--- src/md5p_pkg.sv ---
`default_nettype none

package md5p_pkg;

    localparam int unsigned COUNT_W = 61;
    localparam int unsigned WORD_W  = 32;
    localparam int unsigned PART_W  = 24;
    localparam int unsigned WCNT_W  = 4;

    // Index of the last padding word ahead of the two length words in a 16-word block.
    localparam logic [WCNT_W-1:0] PAD_LAST_CNT = 4'd13;
    localparam logic [7:0]        MARK_BYTE    = 8'h80;

    typedef enum logic [2:0] {
        ST_DATA,
        ST_MARK,
        ST_ZERO,
        ST_LEN_LO,
        ST_LEN_HI
    } state_t;

    typedef enum logic [2:0] {
        OUT_DATA,
        OUT_MARK,
        OUT_ZERO,
        OUT_LEN_LO,
        OUT_LEN_HI
    } out_sel_t;

    typedef struct packed {
        logic     take_byte;
        logic     out_load;
        out_sel_t out_sel;
        logic     word_init;
        logic     word_inc;
        logic     clear_msg;
    } cmd_t;

    typedef struct packed {
        logic out_free;
        logic pos_is_three;
        logic mark_ends_pad;
        logic zero_ends_pad;
    } status_t;

endpackage

`default_nettype wire

--- src/md5p_ctrl.sv ---
`default_nettype none

module md5p_ctrl (
    input  wire logic             clk,
    input  wire logic             rst_n,
    input  wire logic             in_valid,
    input  wire logic             byte_present,
    input  wire logic             end_of_message,
    input  wire md5p_pkg::status_t sts,
    output md5p_pkg::cmd_t        cmd,
    output logic                  in_ready
);

    md5p_pkg::state_t state_reg;
    md5p_pkg::state_t state_next;
    logic             fire;

    assign fire = in_valid && in_ready;

    always_ff @(posedge clk or negedge rst_n)
    begin
        if (!rst_n)
        begin
            state_reg <= md5p_pkg::ST_DATA;
        end
        else
        begin
            state_reg <= state_next;
        end
    end

    always_comb
    begin
        state_next = state_reg;
        unique case (state_reg)
            md5p_pkg::ST_DATA:
            begin
                if (fire && end_of_message)
                begin
                    state_next = md5p_pkg::ST_MARK;
                end
            end
            md5p_pkg::ST_MARK:
            begin
                if (sts.out_free)
                begin
                    state_next = sts.mark_ends_pad ? md5p_pkg::ST_LEN_LO : md5p_pkg::ST_ZERO;
                end
            end
            md5p_pkg::ST_ZERO:
            begin
                if (sts.out_free && sts.zero_ends_pad)
                begin
                    state_next = md5p_pkg::ST_LEN_LO;
                end
            end
            md5p_pkg::ST_LEN_LO:
            begin
                if (sts.out_free)
                begin
                    state_next = md5p_pkg::ST_LEN_HI;
                end
            end
            md5p_pkg::ST_LEN_HI:
            begin
                if (sts.out_free)
                begin
                    state_next = md5p_pkg::ST_DATA;
                end
            end
            default:
            begin
                state_next = md5p_pkg::ST_DATA;
            end
        endcase
    end

    always_comb
    begin
        in_ready      = 1'b0;
        cmd.take_byte = 1'b0;
        cmd.out_load  = 1'b0;
        cmd.out_sel   = md5p_pkg::OUT_DATA;
        cmd.word_init = 1'b0;
        cmd.word_inc  = 1'b0;
        cmd.clear_msg = 1'b0;
        unique case (state_reg)
            md5p_pkg::ST_DATA:
            begin
                in_ready      = sts.out_free;
                cmd.take_byte = fire && byte_present;
                cmd.out_load  = fire && byte_present && sts.pos_is_three;
                cmd.out_sel   = md5p_pkg::OUT_DATA;
            end
            md5p_pkg::ST_MARK:
            begin
                cmd.out_load  = sts.out_free;
                cmd.out_sel   = md5p_pkg::OUT_MARK;
                cmd.word_init = sts.out_free;
            end
            md5p_pkg::ST_ZERO:
            begin
                cmd.out_load = sts.out_free;
                cmd.out_sel  = md5p_pkg::OUT_ZERO;
                cmd.word_inc = sts.out_free;
            end
            md5p_pkg::ST_LEN_LO:
            begin
                cmd.out_load = sts.out_free;
                cmd.out_sel  = md5p_pkg::OUT_LEN_LO;
            end
            md5p_pkg::ST_LEN_HI:
            begin
                cmd.out_load  = sts.out_free;
                cmd.out_sel   = md5p_pkg::OUT_LEN_HI;
                cmd.clear_msg = sts.out_free;
            end
            default:
            begin
                in_ready = 1'b0;
            end
        endcase
    end

endmodule

`default_nettype wire

--- src/md5p_datapath.sv ---
`default_nettype none

module md5p_datapath (
    input  wire logic                           clk,
    input  wire logic                           rst_n,
    input  wire logic [7:0]                     data_byte,
    input  wire md5p_pkg::cmd_t                 cmd,
    input  wire logic                           out_ready,
    output md5p_pkg::status_t                   sts,
    output logic                                out_valid,
    output logic [md5p_pkg::WORD_W-1:0]         block_word,
    output logic                                final_word
);

    logic [md5p_pkg::COUNT_W-1:0] count_reg;
    logic [md5p_pkg::COUNT_W-1:0] count_next;
    logic [md5p_pkg::PART_W-1:0]  partial_reg;
    logic [md5p_pkg::PART_W-1:0]  partial_next;
    logic [md5p_pkg::WCNT_W-1:0]  wcnt_reg;
    logic [md5p_pkg::WCNT_W-1:0]  wcnt_next;
    logic                         out_valid_reg;
    logic                         out_valid_next;
    logic [md5p_pkg::WORD_W-1:0]  out_word_reg;
    logic [md5p_pkg::WORD_W-1:0]  out_word_next;
    logic                         out_final_reg;
    logic                         out_final_next;
    logic [1:0]                   pos;
    logic [4:0]                   shift;

    assign pos   = count_reg[1:0];
    assign shift = {pos, 3'b000};

    assign sts.out_free      = !out_valid_reg || out_ready;
    assign sts.pos_is_three  = (pos == 2'd3);
    assign sts.mark_ends_pad = (count_reg[5:2] == md5p_pkg::PAD_LAST_CNT);
    assign sts.zero_ends_pad = (wcnt_reg == md5p_pkg::PAD_LAST_CNT);

    always_comb
    begin
        count_next   = count_reg;
        partial_next = partial_reg;
        if (cmd.clear_msg)
        begin
            count_next   = '0;
            partial_next = '0;
        end
        else if (cmd.take_byte)
        begin
            count_next = count_reg + md5p_pkg::COUNT_W'(1);
            if (pos == 2'd3)
            begin
                partial_next = '0;
            end
            else
            begin
                partial_next = partial_reg | (md5p_pkg::PART_W'(data_byte) << shift);
            end
        end
    end

    always_comb
    begin
        wcnt_next = wcnt_reg;
        if (cmd.word_init)
        begin
            wcnt_next = count_reg[5:2] + md5p_pkg::WCNT_W'(1);
        end
        else if (cmd.word_inc)
        begin
            wcnt_next = wcnt_reg + md5p_pkg::WCNT_W'(1);
        end
    end

    always_comb
    begin
        out_valid_next = out_valid_reg && !out_ready;
        out_word_next  = out_word_reg;
        out_final_next = out_final_reg;
        if (cmd.out_load)
        begin
            out_valid_next = 1'b1;
            out_final_next = 1'b0;
            unique case (cmd.out_sel)
                md5p_pkg::OUT_DATA:
                begin
                    out_word_next = {data_byte, partial_reg};
                end
                md5p_pkg::OUT_MARK:
                begin
                    out_word_next = {8'h00, partial_reg}
                                  | (md5p_pkg::WORD_W'(md5p_pkg::MARK_BYTE) << shift);
                end
                md5p_pkg::OUT_ZERO:
                begin
                    out_word_next = '0;
                end
                md5p_pkg::OUT_LEN_LO:
                begin
                    out_word_next = {count_reg[28:0], 3'b000};
                end
                md5p_pkg::OUT_LEN_HI:
                begin
                    out_word_next  = count_reg[60:29];
                    out_final_next = 1'b1;
                end
                default:
                begin
                    out_word_next = '0;
                end
            endcase
        end
    end

    always_ff @(posedge clk or negedge rst_n)
    begin
        if (!rst_n)
        begin
            count_reg     <= '0;
            partial_reg   <= '0;
            out_valid_reg <= 1'b0;
        end
        else
        begin
            count_reg     <= count_next;
            partial_reg   <= partial_next;
            out_valid_reg <= out_valid_next;
        end
    end

    always_ff @(posedge clk)
    begin
        wcnt_reg      <= wcnt_next;
        out_word_reg  <= out_word_next;
        out_final_reg <= out_final_next;
    end

    assign out_valid  = out_valid_reg;
    assign block_word = out_word_reg;
    assign final_word = out_final_reg;

endmodule

`default_nettype wire

--- src/md5_message_padder_core.sv ---
// MD5 message padder. Message bytes arrive one per beat and are packed four to a
// little-endian 32-bit word, first byte least significant. A beat with
// end_of_message set closes the message: the block emits the 0x80 marker word, zero
// words up to 448 mod 512 bits, then the 64-bit bit length as two words, low word
// first, with final_word set on the last one. A beat with byte_present clear and
// end_of_message set pads the bytes taken so far (an empty message if none). Data
// beats are taken one per cycle as long as the output register drains. The closing
// beat is followed by 3 to 18 padding words, one per cycle while the output register
// drains, during which no input is taken; that count is set by the padding sequencer,
// which emits the words through the single output register. The byte count wraps modulo 2^61.
`default_nettype none

module md5_message_padder_core (
    input  wire logic        clk,
    input  wire logic        rst_n,
    input  wire logic        in_valid,
    output logic             in_ready,
    input  wire logic [7:0]  data_byte,
    input  wire logic        byte_present,
    input  wire logic        end_of_message,
    output logic             out_valid,
    input  wire logic        out_ready,
    output logic [31:0]      block_word,
    output logic             final_word
);

    md5p_pkg::cmd_t    cmd;
    md5p_pkg::status_t sts;

    md5p_ctrl u_ctrl (
        .clk            (clk),
        .rst_n          (rst_n),
        .in_valid       (in_valid),
        .byte_present   (byte_present),
        .end_of_message (end_of_message),
        .sts            (sts),
        .cmd            (cmd),
        .in_ready       (in_ready)
    );

    md5p_datapath u_datapath (
        .clk        (clk),
        .rst_n      (rst_n),
        .data_byte  (data_byte),
        .cmd        (cmd),
        .out_ready  (out_ready),
        .sts        (sts),
        .out_valid  (out_valid),
        .block_word (block_word),
        .final_word (final_word)
    );

`ifndef SYNTHESIS
    // A pending result is never overwritten.
    a_no_overwrite: assert property (@(posedge clk) disable iff (!rst_n)
        cmd.out_load |-> sts.out_free)
        else $error("output register loaded while a result was pending");

    // Padding words are never produced while input is being taken.
    a_pad_excludes_input: assert property (@(posedge clk) disable iff (!rst_n)
        (cmd.out_load && cmd.out_sel != md5p_pkg::OUT_DATA) |-> !in_ready)
        else $error("padding word emitted while input is open");

    // Once the last length word is taken, the next message may start at once,
    // unless a closing beat was taken on that same edge.
    a_ready_after_final: assert property (@(posedge clk) disable iff (!rst_n)
        (out_valid && out_ready && final_word
            && !(in_valid && in_ready && end_of_message)) |=> in_ready)
        else $error("input not reopened after the final word");
`endif

endmodule

`default_nettype wire

--- config.mk ---
export PLATFORM = sky130hd
export DESIGN_NAME = md5_message_padder_core
export DESIGN_NICKNAME = d
export VERILOG_FILES = /design/src/md5p_pkg.sv /design/src/md5p_ctrl.sv /design/src/md5p_datapath.sv /design/src/md5_message_padder_core.sv
export SDC_FILE = /design/constraint.sdc
export NUM_CORES = 1
export LEC_CHECK = 0
export BUFFER_PORTS_ARGS = -buffer_cell sky130_fd_sc_hd__buf_4
export CORE_MARGIN = 2
export CORE_UTILIZATION = 40
export DETAILED_ROUTE_END_ITERATION = 8
export MAX_ROUTING_LAYER = met4
export PLACE_DENSITY = 0.54
export SYNTH_ARGS = -nofsm -noshare
export SYNTH_HDL_FRONTEND = slang
export SYNTH_SLANG_ARGS = --single-unit
--- constraint.sdc ---
create_clock -name clk -period 3.7 [get_ports clk]
set_input_delay 0 -clock clk [delete_from_list [all_inputs] [get_ports clk]]
set_output_delay 0 -clock clk [all_outputs]
set_load 0.02 [all_outputs]
; ---- After elaboration in Yosys (flattened, before gate mapping)
; Index checks and enable logic that the tools add are counted.
[word_totals]
reg_bits = 126
input_bits = 14
output_inout_bits = 35
elab_cells = 66
[op_classes]
add_sub_neg = 3
eq_ne = 15
shift = 2
muxes = 23
bitwise_logic = 2
n_reduce_logical = 14
[op_table]
columns = cell, count
row1 = 32-bit case mux with 4 select lines, 1
row2 = 61-bit two-way mux, 2
row3 = 24-bit two-way mux, 3
row4 = 61-bit by 1-bit adder with 61-bit output (second input constant), 1
row5 = 24-bit by 32-bit OR with 32-bit output, 1
row6 = 8-bit by 5-bit << shifter with 32-bit output (first input constant), 1
row7 = 24-bit OR, 1
row8 = 8-bit by 5-bit << shifter with 24-bit output, 1
row9 = 4-bit case mux with 5 select lines, 1
row10 = 3-bit two-way mux, 5
row11 = 3-bit case mux with 5 select lines, 1
row12 = 2-bit by 1-bit != test with 1-bit output (second input constant), 5
row13 = 3-bit by 2-bit equality test with 1-bit output (second input constant), 3
row14 = 4-bit by 1-bit adder with 4-bit output (second input constant), 2
row15 = 4-bit equality test (second input constant), 2
row16 = 1-bit two-way mux, 8
row17 = 4-bit two-way mux, 2
row18 = 3-bit by 1-bit equality test with 1-bit output (second input constant), 2
row19 = 3-bit equality test (second input constant), 2
row20 = 1-bit logical AND, 6
row21 = 3-bit zero test, 2
row22 = 5-bit AND reduction, 1
row23 = 2-bit nonzero test, 2
row24 = 2-bit equality test (second input constant), 1
row25 = 2 further kinds, 3

; ---- Longest topological paths before layout
; Gate-level depths: netlist of the first run.
[logic_depth]
depth_word = 9
mapped_depth = 8
depth_no_buf = 6

; ---- Hierarchy
; Synthesis of the first run repeated with hierarchy kept, for this count alone.
[hier_totals]
cells_unflattened = 680
area_unflattened_um2 = 6580.1
[modules_own_cells]
columns = mod, n_inst, cells_per_inst, area_each_um2
row1 = md5p_datapath, 1, 645, 6278.5
row2 = md5p_ctrl, 1, 35, 301.5

; ---- Worst setup path before layout of the first run
; OpenSTA, ideal clock, no wires.
[synth_path]
kind = reg2reg
startpoint = reg u_ctrl.state_reg[2]
endpoint = reg u_datapath.out_word_reg (netlist bit u_datapath.block_word[0]), enable pin
arrival_ps = 2688
required_ps = 3277
path_slack_ps = 588
path_stages_with_launch = 6
path_cell_list = dfrtp_1 -> clkbuf_1 -> buf_1 -> a211oi_1 -> a21o_1 -> nor2_1
[synth_rtl]
columns = element, line
row1 = start: declaration, md5p_ctrl.sv:14  ; md5p_pkg::state_t state_reg;
row2 = start signal: assignment, md5p_ctrl.sv:24  ; state_reg <= md5p_pkg::ST_DATA;
row3 = start signal: assignment, md5p_ctrl.sv:28  ; state_reg <= state_next;
row4 = end signal: assignment, md5p_datapath.sv:133  ; out_word_reg <= out_word_next;
row5 = end: declaration, md5p_datapath.sv:23  ; logic [md5p_pkg::WORD_W-1:0] out_word_reg;

; ---- Worst setup path after layout of the first run
[layout_path]
startpoint = reg u_ctrl.state_reg[1]
endpoint = reg u_datapath.count_reg[59] (netlist name)
[layout_between]
elab_chain_len = 6
[layout_rtl]
columns = element, line
row1 = 3-bit zero test, md5p_ctrl.sv:87  ; unique case (state_reg)
row2 = 1-bit two-way mux, md5p_ctrl.sv:87
row3 = 1-bit logical AND, md5p_ctrl.sv:18  ; assign fire = in_valid && in_ready;
row4 = 1-bit logical AND, md5p_ctrl.sv:91  ; cmd.take_byte = fire && byte_present;
row5 = 1-bit two-way mux, md5p_ctrl.sv:87
row6 = 2-bit nonzero test (no line), --
row7 = end signal: assignment, md5p_datapath.sv:124  ; count_reg <= count_next;
row8 = end: declaration, md5p_datapath.sv:15  ; logic [md5p_pkg::COUNT_W-1:0] count_reg;
; Parallel ways exist; a longest one is shown, timed or not.
; A chain may end at the register's enable or synchronous reset.

==> qor.tcl, run 1 <==
set qor(synth.ff_latch_count) 126
set qor(antenna_found_initial) 0
set qor(worstPathCellList) {or2_1 > nor4b_2 > buf_4 > nand4_1 > or4_1 > a21oi_1}
set qor(worst_clock_skew_ns) 0.01028
set qor(power_density_nw_per_um2) 731.2
set qor(cts.path.max_buffers) 2
set qor(critical_path.max_stage_delay_ns) 0.56
set qor(hpwl_mm) 15.12
set qor(synthesis.instances) 709
set qor(die_height_um) 134.0
set qor(path_clk_slew_ns) 0.07
set qor(clock_latency_ns) 0.43
set qor(holdCritStartpoint) {end_of_message}
set qor(first_iter_violations) 708
set qor(gr_util_all_layers_pct) 25.71
set qor(critical_path_buf_inv_count) 1
set qor(slew_at_the_pin_closest_to_its_max_slew_limit_ns) 0.9905
set qor(worstSetupPathType) {reg -> reg}
set qor(overflow) 0
set qor(final_worst_path_cycle_share_pct) 76.75
set qor(layout_commonest_cell) {sky130_fd_sc_hd__dfrtp_1}
set qor(timing.critical_path.from_type) {register}
set qor(synth_async_sr_flop_share_pct) 70.63
set qor(worstSetupEndpointType) {register}
set qor(worst_path_max_delay_cell) {sky130_fd_sc_hd__dfrtp_1}
set qor(antennaDiodeCount) 0
set qor(yosysSeqAreaShare_pct) 49.36
set qor(post-route-min-period_ns) 2.840
set qor(clock_tree_from_tritoncts) {built}
set qor(hold_path_class) {in -> reg}
set qor(cp_top_family) {simple AND/OR/NAND/NOR gates}
set qor(fin_tns_setup_ns) 0
set qor(grt_max_degree) 64
set qor(ys_top_cells_by_area) {sky130_fd_sc_hd__dfrtp_1 (33%), sky130_fd_sc_hd__edfxtp_1 (16%), sky130_fd_sc_hd__nand2_1 (4.4%), sky130_fd_sc_hd__a21oi_1 (4.1%), sky130_fd_sc_hd__nor2_1 (3.6%)}
set qor(design_area_sq_um) 8031
set qor(drc) 0
set qor(synth_top_area_cell) {sky130_fd_sc_hd__dfrtp_1}
set qor(initial_core_util_pct) 40.78
set qor(routed_length_per_placed_instance_um) 21.85
set qor(grt_pass1_wl_mm) 34.00
set qor(io_pins) 49
set qor(core_area_sq_um) 16580
set qor(ir_drop_v) 0.0003405
set qor(layout.cells.most_common_list) {sky130_fd_sc_hd__dfrtp_1 (88), sky130_fd_sc_hd__nand2_1 (80), sky130_fd_sc_hd__nor2_1 (63), sky130_fd_sc_hd__buf_4 (60), sky130_fd_sc_hd__a21oi_1 (55)}
set qor(setup_viol) 0
set qor(largest_reg_flops) 61
set qor(layout.nets) 774
set qor(arrival_worst_endpoint_ns) 3.19
set qor(rsz0062_at_grt) {false}
set qor(synth_edf_count) 37
set qor(final-hold-violation-count) 0
set qor(maxSlewHeadroom_pct) 33.46
set qor(worst_setup_path_startpoint) {u_ctrl.state_reg[1]$_DFFE_PN0P_}
set qor(syn_nets) 728
set qor(hold-worst-slack_ns) 0.06116
set qor(fp.dieArea_sq_um) 17960
set qor(cts_setup_buffers) 0
set qor(yosysUniqueCellTypes) 50
set qor(die_w_um) 134.0
set qor(critPathRequiredTime_ns) 4.05
set qor(post_route_cells_drive_above_1_share_pct) 14.19
set qor(yosysWarnings) 0
set qor(p_leak_uw) 0.003229
set qor(syn-mean-instance-area_sq_um) 9.538
set qor(total_number_of_clock_tree_sinks) 126
set qor(first_pass_iters) 5
set qor(yosysTopAreaCellShare_pct) 32.93
set qor(timing.rr.start) {u_ctrl.state_reg[1]$_DFFE_PN0P_}
set qor(run_status) {completed}
set qor(via_per_inst) 6.187
set qor(finalPower_uw) 5873
set qor(rd_place_congestion) 0.9409
set qor(finalMaxSlewViolations) 0
set qor(synth_area_sq_um) 6763
set qor(num_vias) 6113
set qor(max_freq_ghz) 0.3522
set qor(io_buffer_count) 48
set qor(ys.flop_type) {sky130_fd_sc_hd__dfrtp_1}
set qor(std_cell_rows) 47
set qor(vias_in_the_first_global_route) 5771
set qor(htree_levels) 4
set qor(cts-buffers-inserted) 17
set qor(detail_route.wirelength_mm) 21.59
set qor(clockRootBuffer) {sky130_fd_sc_hd__clkbuf_16}
set qor(place_area_sq_um) 7325
set qor(fill_cells) 1579
set qor(ant_nets) 0
set qor(area.growth.synth_to_final_pct) 18.76
set qor(critPathMaxFanout) 21
set qor(max-cap-violations) 0
per-stage QoR:
| stage | util [%] | setup WS, ns | cells |
|---|---|---|---|
| floorplan | - | 0.5883 | 709 |
| global placement | 44.17 | 1.056 | 946 |
| global route | 48.43 | 0.7158 | 988 |
| CTS | 48.43 | 0.9408 | 988 |
| finish | 48.43 | 0.8604 | 988 |
| detailed placement | 44.17 | 0.9589 | 946 |
kinds of logic after synthesis:
group | share of synthesized area (%)
flops | 49.36
xor+xnor | 3.497
compound gates | 16.04
simple gates | 24.53
buf+inv | 3.238
mux | 2.405
fa+ha+maj | 0.9251
cell usage after synthesis (16+ instances only):
master and count:
sky130_fd_sc_hd__edfxtp_1 37, sky130_fd_sc_hd__nand3_1 25, sky130_fd_sc_hd__a221oi_1 21, sky130_fd_sc_hd__and3_1 16, sky130_fd_sc_hd__a21oi_1 55, sky130_fd_sc_hd__dfrtp_1 89, sky130_fd_sc_hd__clkbuf_1 33, sky130_fd_sc_hd__nand2_1 80
sky130_fd_sc_hd__xor2_1 21, sky130_fd_sc_hd__nor2_1 64, sky130_fd_sc_hd__nand4_1 36, sky130_fd_sc_hd__or4_1 16, sky130_fd_sc_hd__a31oi_1 21, sky130_fd_sc_hd__o21ai_0 19
timing repair:
item | 4_1_cts | 5_1_grt
hold endpoints to repair | 89 | 0
gates resized for setup | 0 | 0
hold buffers | 10 | 0
tightest hold or removal path: cells and delay by family:
family / cells / cell delay (ns)
compound gates: 2 / 0.23
buf+inv: 1 / 0.10
simple gates: 2 / 0.12
area by class of cell:
class	count	area [sq um]	share of cell area [%]
Inverter	13	48.80	0.6076
Tap cell	220	275.3	3.427
Sequential cell	126	3339	41.58
Clock inverter	14	156.4	1.947
Timing Repair Buffer	70	550.5	6.855
Multi-Input combinational cell	527	3211	39.98
Clock buffer	18	450.4	5.608
routing by layer:
metal  part of all wire (%)  GRT usage [%]  vias to the layer above
li1                       -              -                     2760
met1                     46          36.88                     3040
met2                     45          37.07                      286
met3                    7.3          4.233                       27
met4                    2.0          8.889                        0
met5                      0              -                        -
worst paths after layout:
path	to	slack, ns	cells after the start
hold / removal	u_ctrl.state_reg[0]$_DFFE_PN0P_	0.06	5
setup reg to reg	u_datapath.count_reg[59]$_DFFE_PN0P_	0.86	6
max in group asynchronous	u_datapath.count_reg[6]$_DFFE_PN0P_	2.54	3
min in group asynchronous	u_datapath.count_reg[26]$_DFFE_PN0P_	0.24	2
setup / recovery	u_datapath.count_reg[59]$_DFFE_PN0P_	0.86	6
hold reg to reg	u_datapath.partial_reg[5]$_DFFE_PN0P_	0.53	2
power by group:
group	switching, uW	internal [uW]	leakage, uW
sequential	314	1960	0.00155
combinational	1170	702	0.00138
clock	679	1040	0.000297
total	2160	3710	0.00323
(Power assumes the default switching activity.)
==> inputs of run 2 (changes only) <==
- clock period: 3.7 -> 2.9 ns (I/O delays scaled with it)
==> qor.tcl, run 2 (same netlist as run 1, synthesis figures left out) <==
set qor(area.growth.synth_to_final_pct) 20.41
set qor(die_w_um) 134.0
set qor(ir_drop_v) 0.0005360
set qor(arrival_worst_endpoint_ns) 2.85
set qor(hpwl_mm) 15.99
set qor(layout_commonest_cell) {sky130_fd_sc_hd__dfrtp_1}
set qor(hold_path_class) {in -> reg}
set qor(path_clk_slew_ns) 0.06
set qor(detail_route.wirelength_mm) 22.85
set qor(first_iter_violations) 655
set qor(clockRootBuffer) {sky130_fd_sc_hd__clkbuf_16}
set qor(finalMaxSlewViolations) 0
set qor(antenna_found_initial) 0
set qor(critical_path.max_stage_delay_ns) 0.58
set qor(p_leak_uw) 0.003304
set qor(post_route_cells_drive_above_1_share_pct) 15.62
set qor(cts.path.max_buffers) 2
set qor(via_per_inst) 6.161
set qor(antennaDiodeCount) 0
set qor(power_density_nw_per_um2) 936.6
set qor(worstPathCellList) {and3_1 > and3_1 > nand3_1 > or4_1 > a21oi_1}
set qor(worst_path_max_delay_cell) {sky130_fd_sc_hd__dfrtp_1}
set qor(fill_cells) 1578
set qor(rd_place_congestion) 0.9295
set qor(worst_clock_skew_ns) 0.01245
set qor(critical_path_buf_inv_count) 0
set qor(std_cell_rows) 47
set qor(crit_path_frequent_cell) {sky130_fd_sc_hd__and3_1}
set qor(maxSlewHeadroom_pct) 40.34
set qor(rsz0062_at_grt) {false}
set qor(clock_tree_from_tritoncts) {built}
set qor(initial_core_util_pct) 40.78
set qor(largest_reg_flops) 61
set qor(first_pass_iters) 7
set qor(final-hold-violation-count) 0
set qor(gr_util_all_layers_pct) 27.13
set qor(timing.critical_path.from_type) {register}
set qor(setup_viol) 0
set qor(ant_nets) 0
set qor(cts-buffers-inserted) 17
set qor(final_worst_path_cycle_share_pct) 86.22
set qor(routed_length_per_placed_instance_um) 22.82
set qor(die_height_um) 134.0
set qor(drc) 0
set qor(layout.cells.most_common_list) {sky130_fd_sc_hd__dfrtp_1 (88), sky130_fd_sc_hd__nand2_1 (80), sky130_fd_sc_hd__buf_4 (72), sky130_fd_sc_hd__nor2_1 (63), sky130_fd_sc_hd__a21oi_1 (55)}
set qor(num_vias) 6167
set qor(io_pins) 49
set qor(cts.repair.resized) 0
set qor(max-cap-violations) 0
set qor(cp_top_family) {simple AND/OR/NAND/NOR gates}
set qor(overflow) 0
set qor(total_number_of_clock_tree_sinks) 126
set qor(grt_max_degree) 61
set qor(worstSetupPathType) {reg -> reg}
set qor(worstSetupEndpointType) {register}
set qor(fp.dieArea_sq_um) 17960
set qor(post-route-min-period_ns) 2.500
set qor(hold-worst-slack_ns) 0.05415
set qor(clock_latency_ns) 0.43
set qor(grt_pass1_wl_mm) 35.62
set qor(core_area_sq_um) 16580
set qor(max_freq_ghz) 0.4000
set qor(io_buffer_count) 48
set qor(layout.nets) 787
set qor(fin_tns_setup_ns) 0
set qor(critPathMaxFanout) 10
set qor(htree_levels) 4
set qor(critPathRequiredTime_ns) 3.25
set qor(vias_in_the_first_global_route) 5877
set qor(slew_at_the_pin_closest_to_its_max_slew_limit_ns) 0.8949
set qor(run_status) {completed}
[run 2: final cells by class]
class	count	area (sq um)	area share, %
clock buffers	18	439.2	5.393
clock inverters	14	168.9	2.074
inverters	13	48.80	0.5993
multi-input cells	527	3211	39.43
flip-flops and latches	126	3339	41.01
well taps	220	275.3	3.380
repair buffers	83	660.6	8.113
[run 2: repair_timing]
| item | 4_1_cts | 5_1_grt |
|---|---|---|
| hold buffers | 10 | 0 |
| endpoints found under the hold margin | 88 | 0 |
| buffers inserted | 0 | 0 |
[run 2: worst paths after layout]
| kind | startpoint | end | slack (ns) | cells past startpoint |
|---|---|---|---|---|
| hold reg to reg | u_datapath.partial_reg[6]$_DFFE_PN0P_ | u_datapath.partial_reg[6]$_DFFE_PN0P_ | 0.53 | 2 |
| min in group asynchronous | rst_n | u_datapath.count_reg[28]$_DFFE_PN0P_ | 0.24 | 2 |
| setup reg to reg | u_datapath.count_reg[5]$_DFFE_PN0P_ | u_datapath.count_reg[40]$_DFFE_PN0P_ | 0.40 | 5 |
| max in group asynchronous | rst_n | u_datapath.count_reg[59]$_DFFE_PN0P_ | 1.86 | 3 |
| setup / recovery | u_datapath.count_reg[5]$_DFFE_PN0P_ | u_datapath.count_reg[40]$_DFFE_PN0P_ | 0.40 | 5 |
| hold / removal | end_of_message | u_ctrl.state_reg[0]$_DFFE_PN0P_ | 0.05 | 5 |
[run 2: report_power, final]
| group | switching (uW) | internal (uW) |
|---|---|---|
| combinational | 1610 | 945 |
| sequential | 344 | 2510 |
| clock | 898 | 1330 |
[run 2: routing by layer]
layer	part of all wire [%]	wire length [um]	vias up	global-route usage, %
met5	0	0	-	-
met4	1.1	256	0	6.199
met3	7.5	1723	22	5.896
met2	45	10210	286	39.26
met1	47	10660	3075	39.17
li1	-	-	2784	-
[run 2: per-stage QoR]
step	total power, uW	worst slack, ns	cells	utilization [%]	cell area, sq um
6_report	7627	0.3997	1001	49.10	8143
5_1_grt	8052	0.2436	1001	49.10	8143
4_1_cts	7649	0.3903	1001	49.10	8143
3_5_place_dp	5398	0.4080	959	44.83	7435
3_3_place_gp	5375	0.4707	959	44.83	7435
2_1_floorplan	4375	0.3402	709	-	6765
[run 2: worst register-to-register path: stages, from the launching register on]
cell and delay, ns:
sky130_fd_sc_hd__dfrtp_1 0.58, sky130_fd_sc_hd__and3_1 0.35, sky130_fd_sc_hd__and3_1 0.50, sky130_fd_sc_hd__nand3_1 0.28, sky130_fd_sc_hd__or4_1 0.56, sky130_fd_sc_hd__a21oi_1 0.16
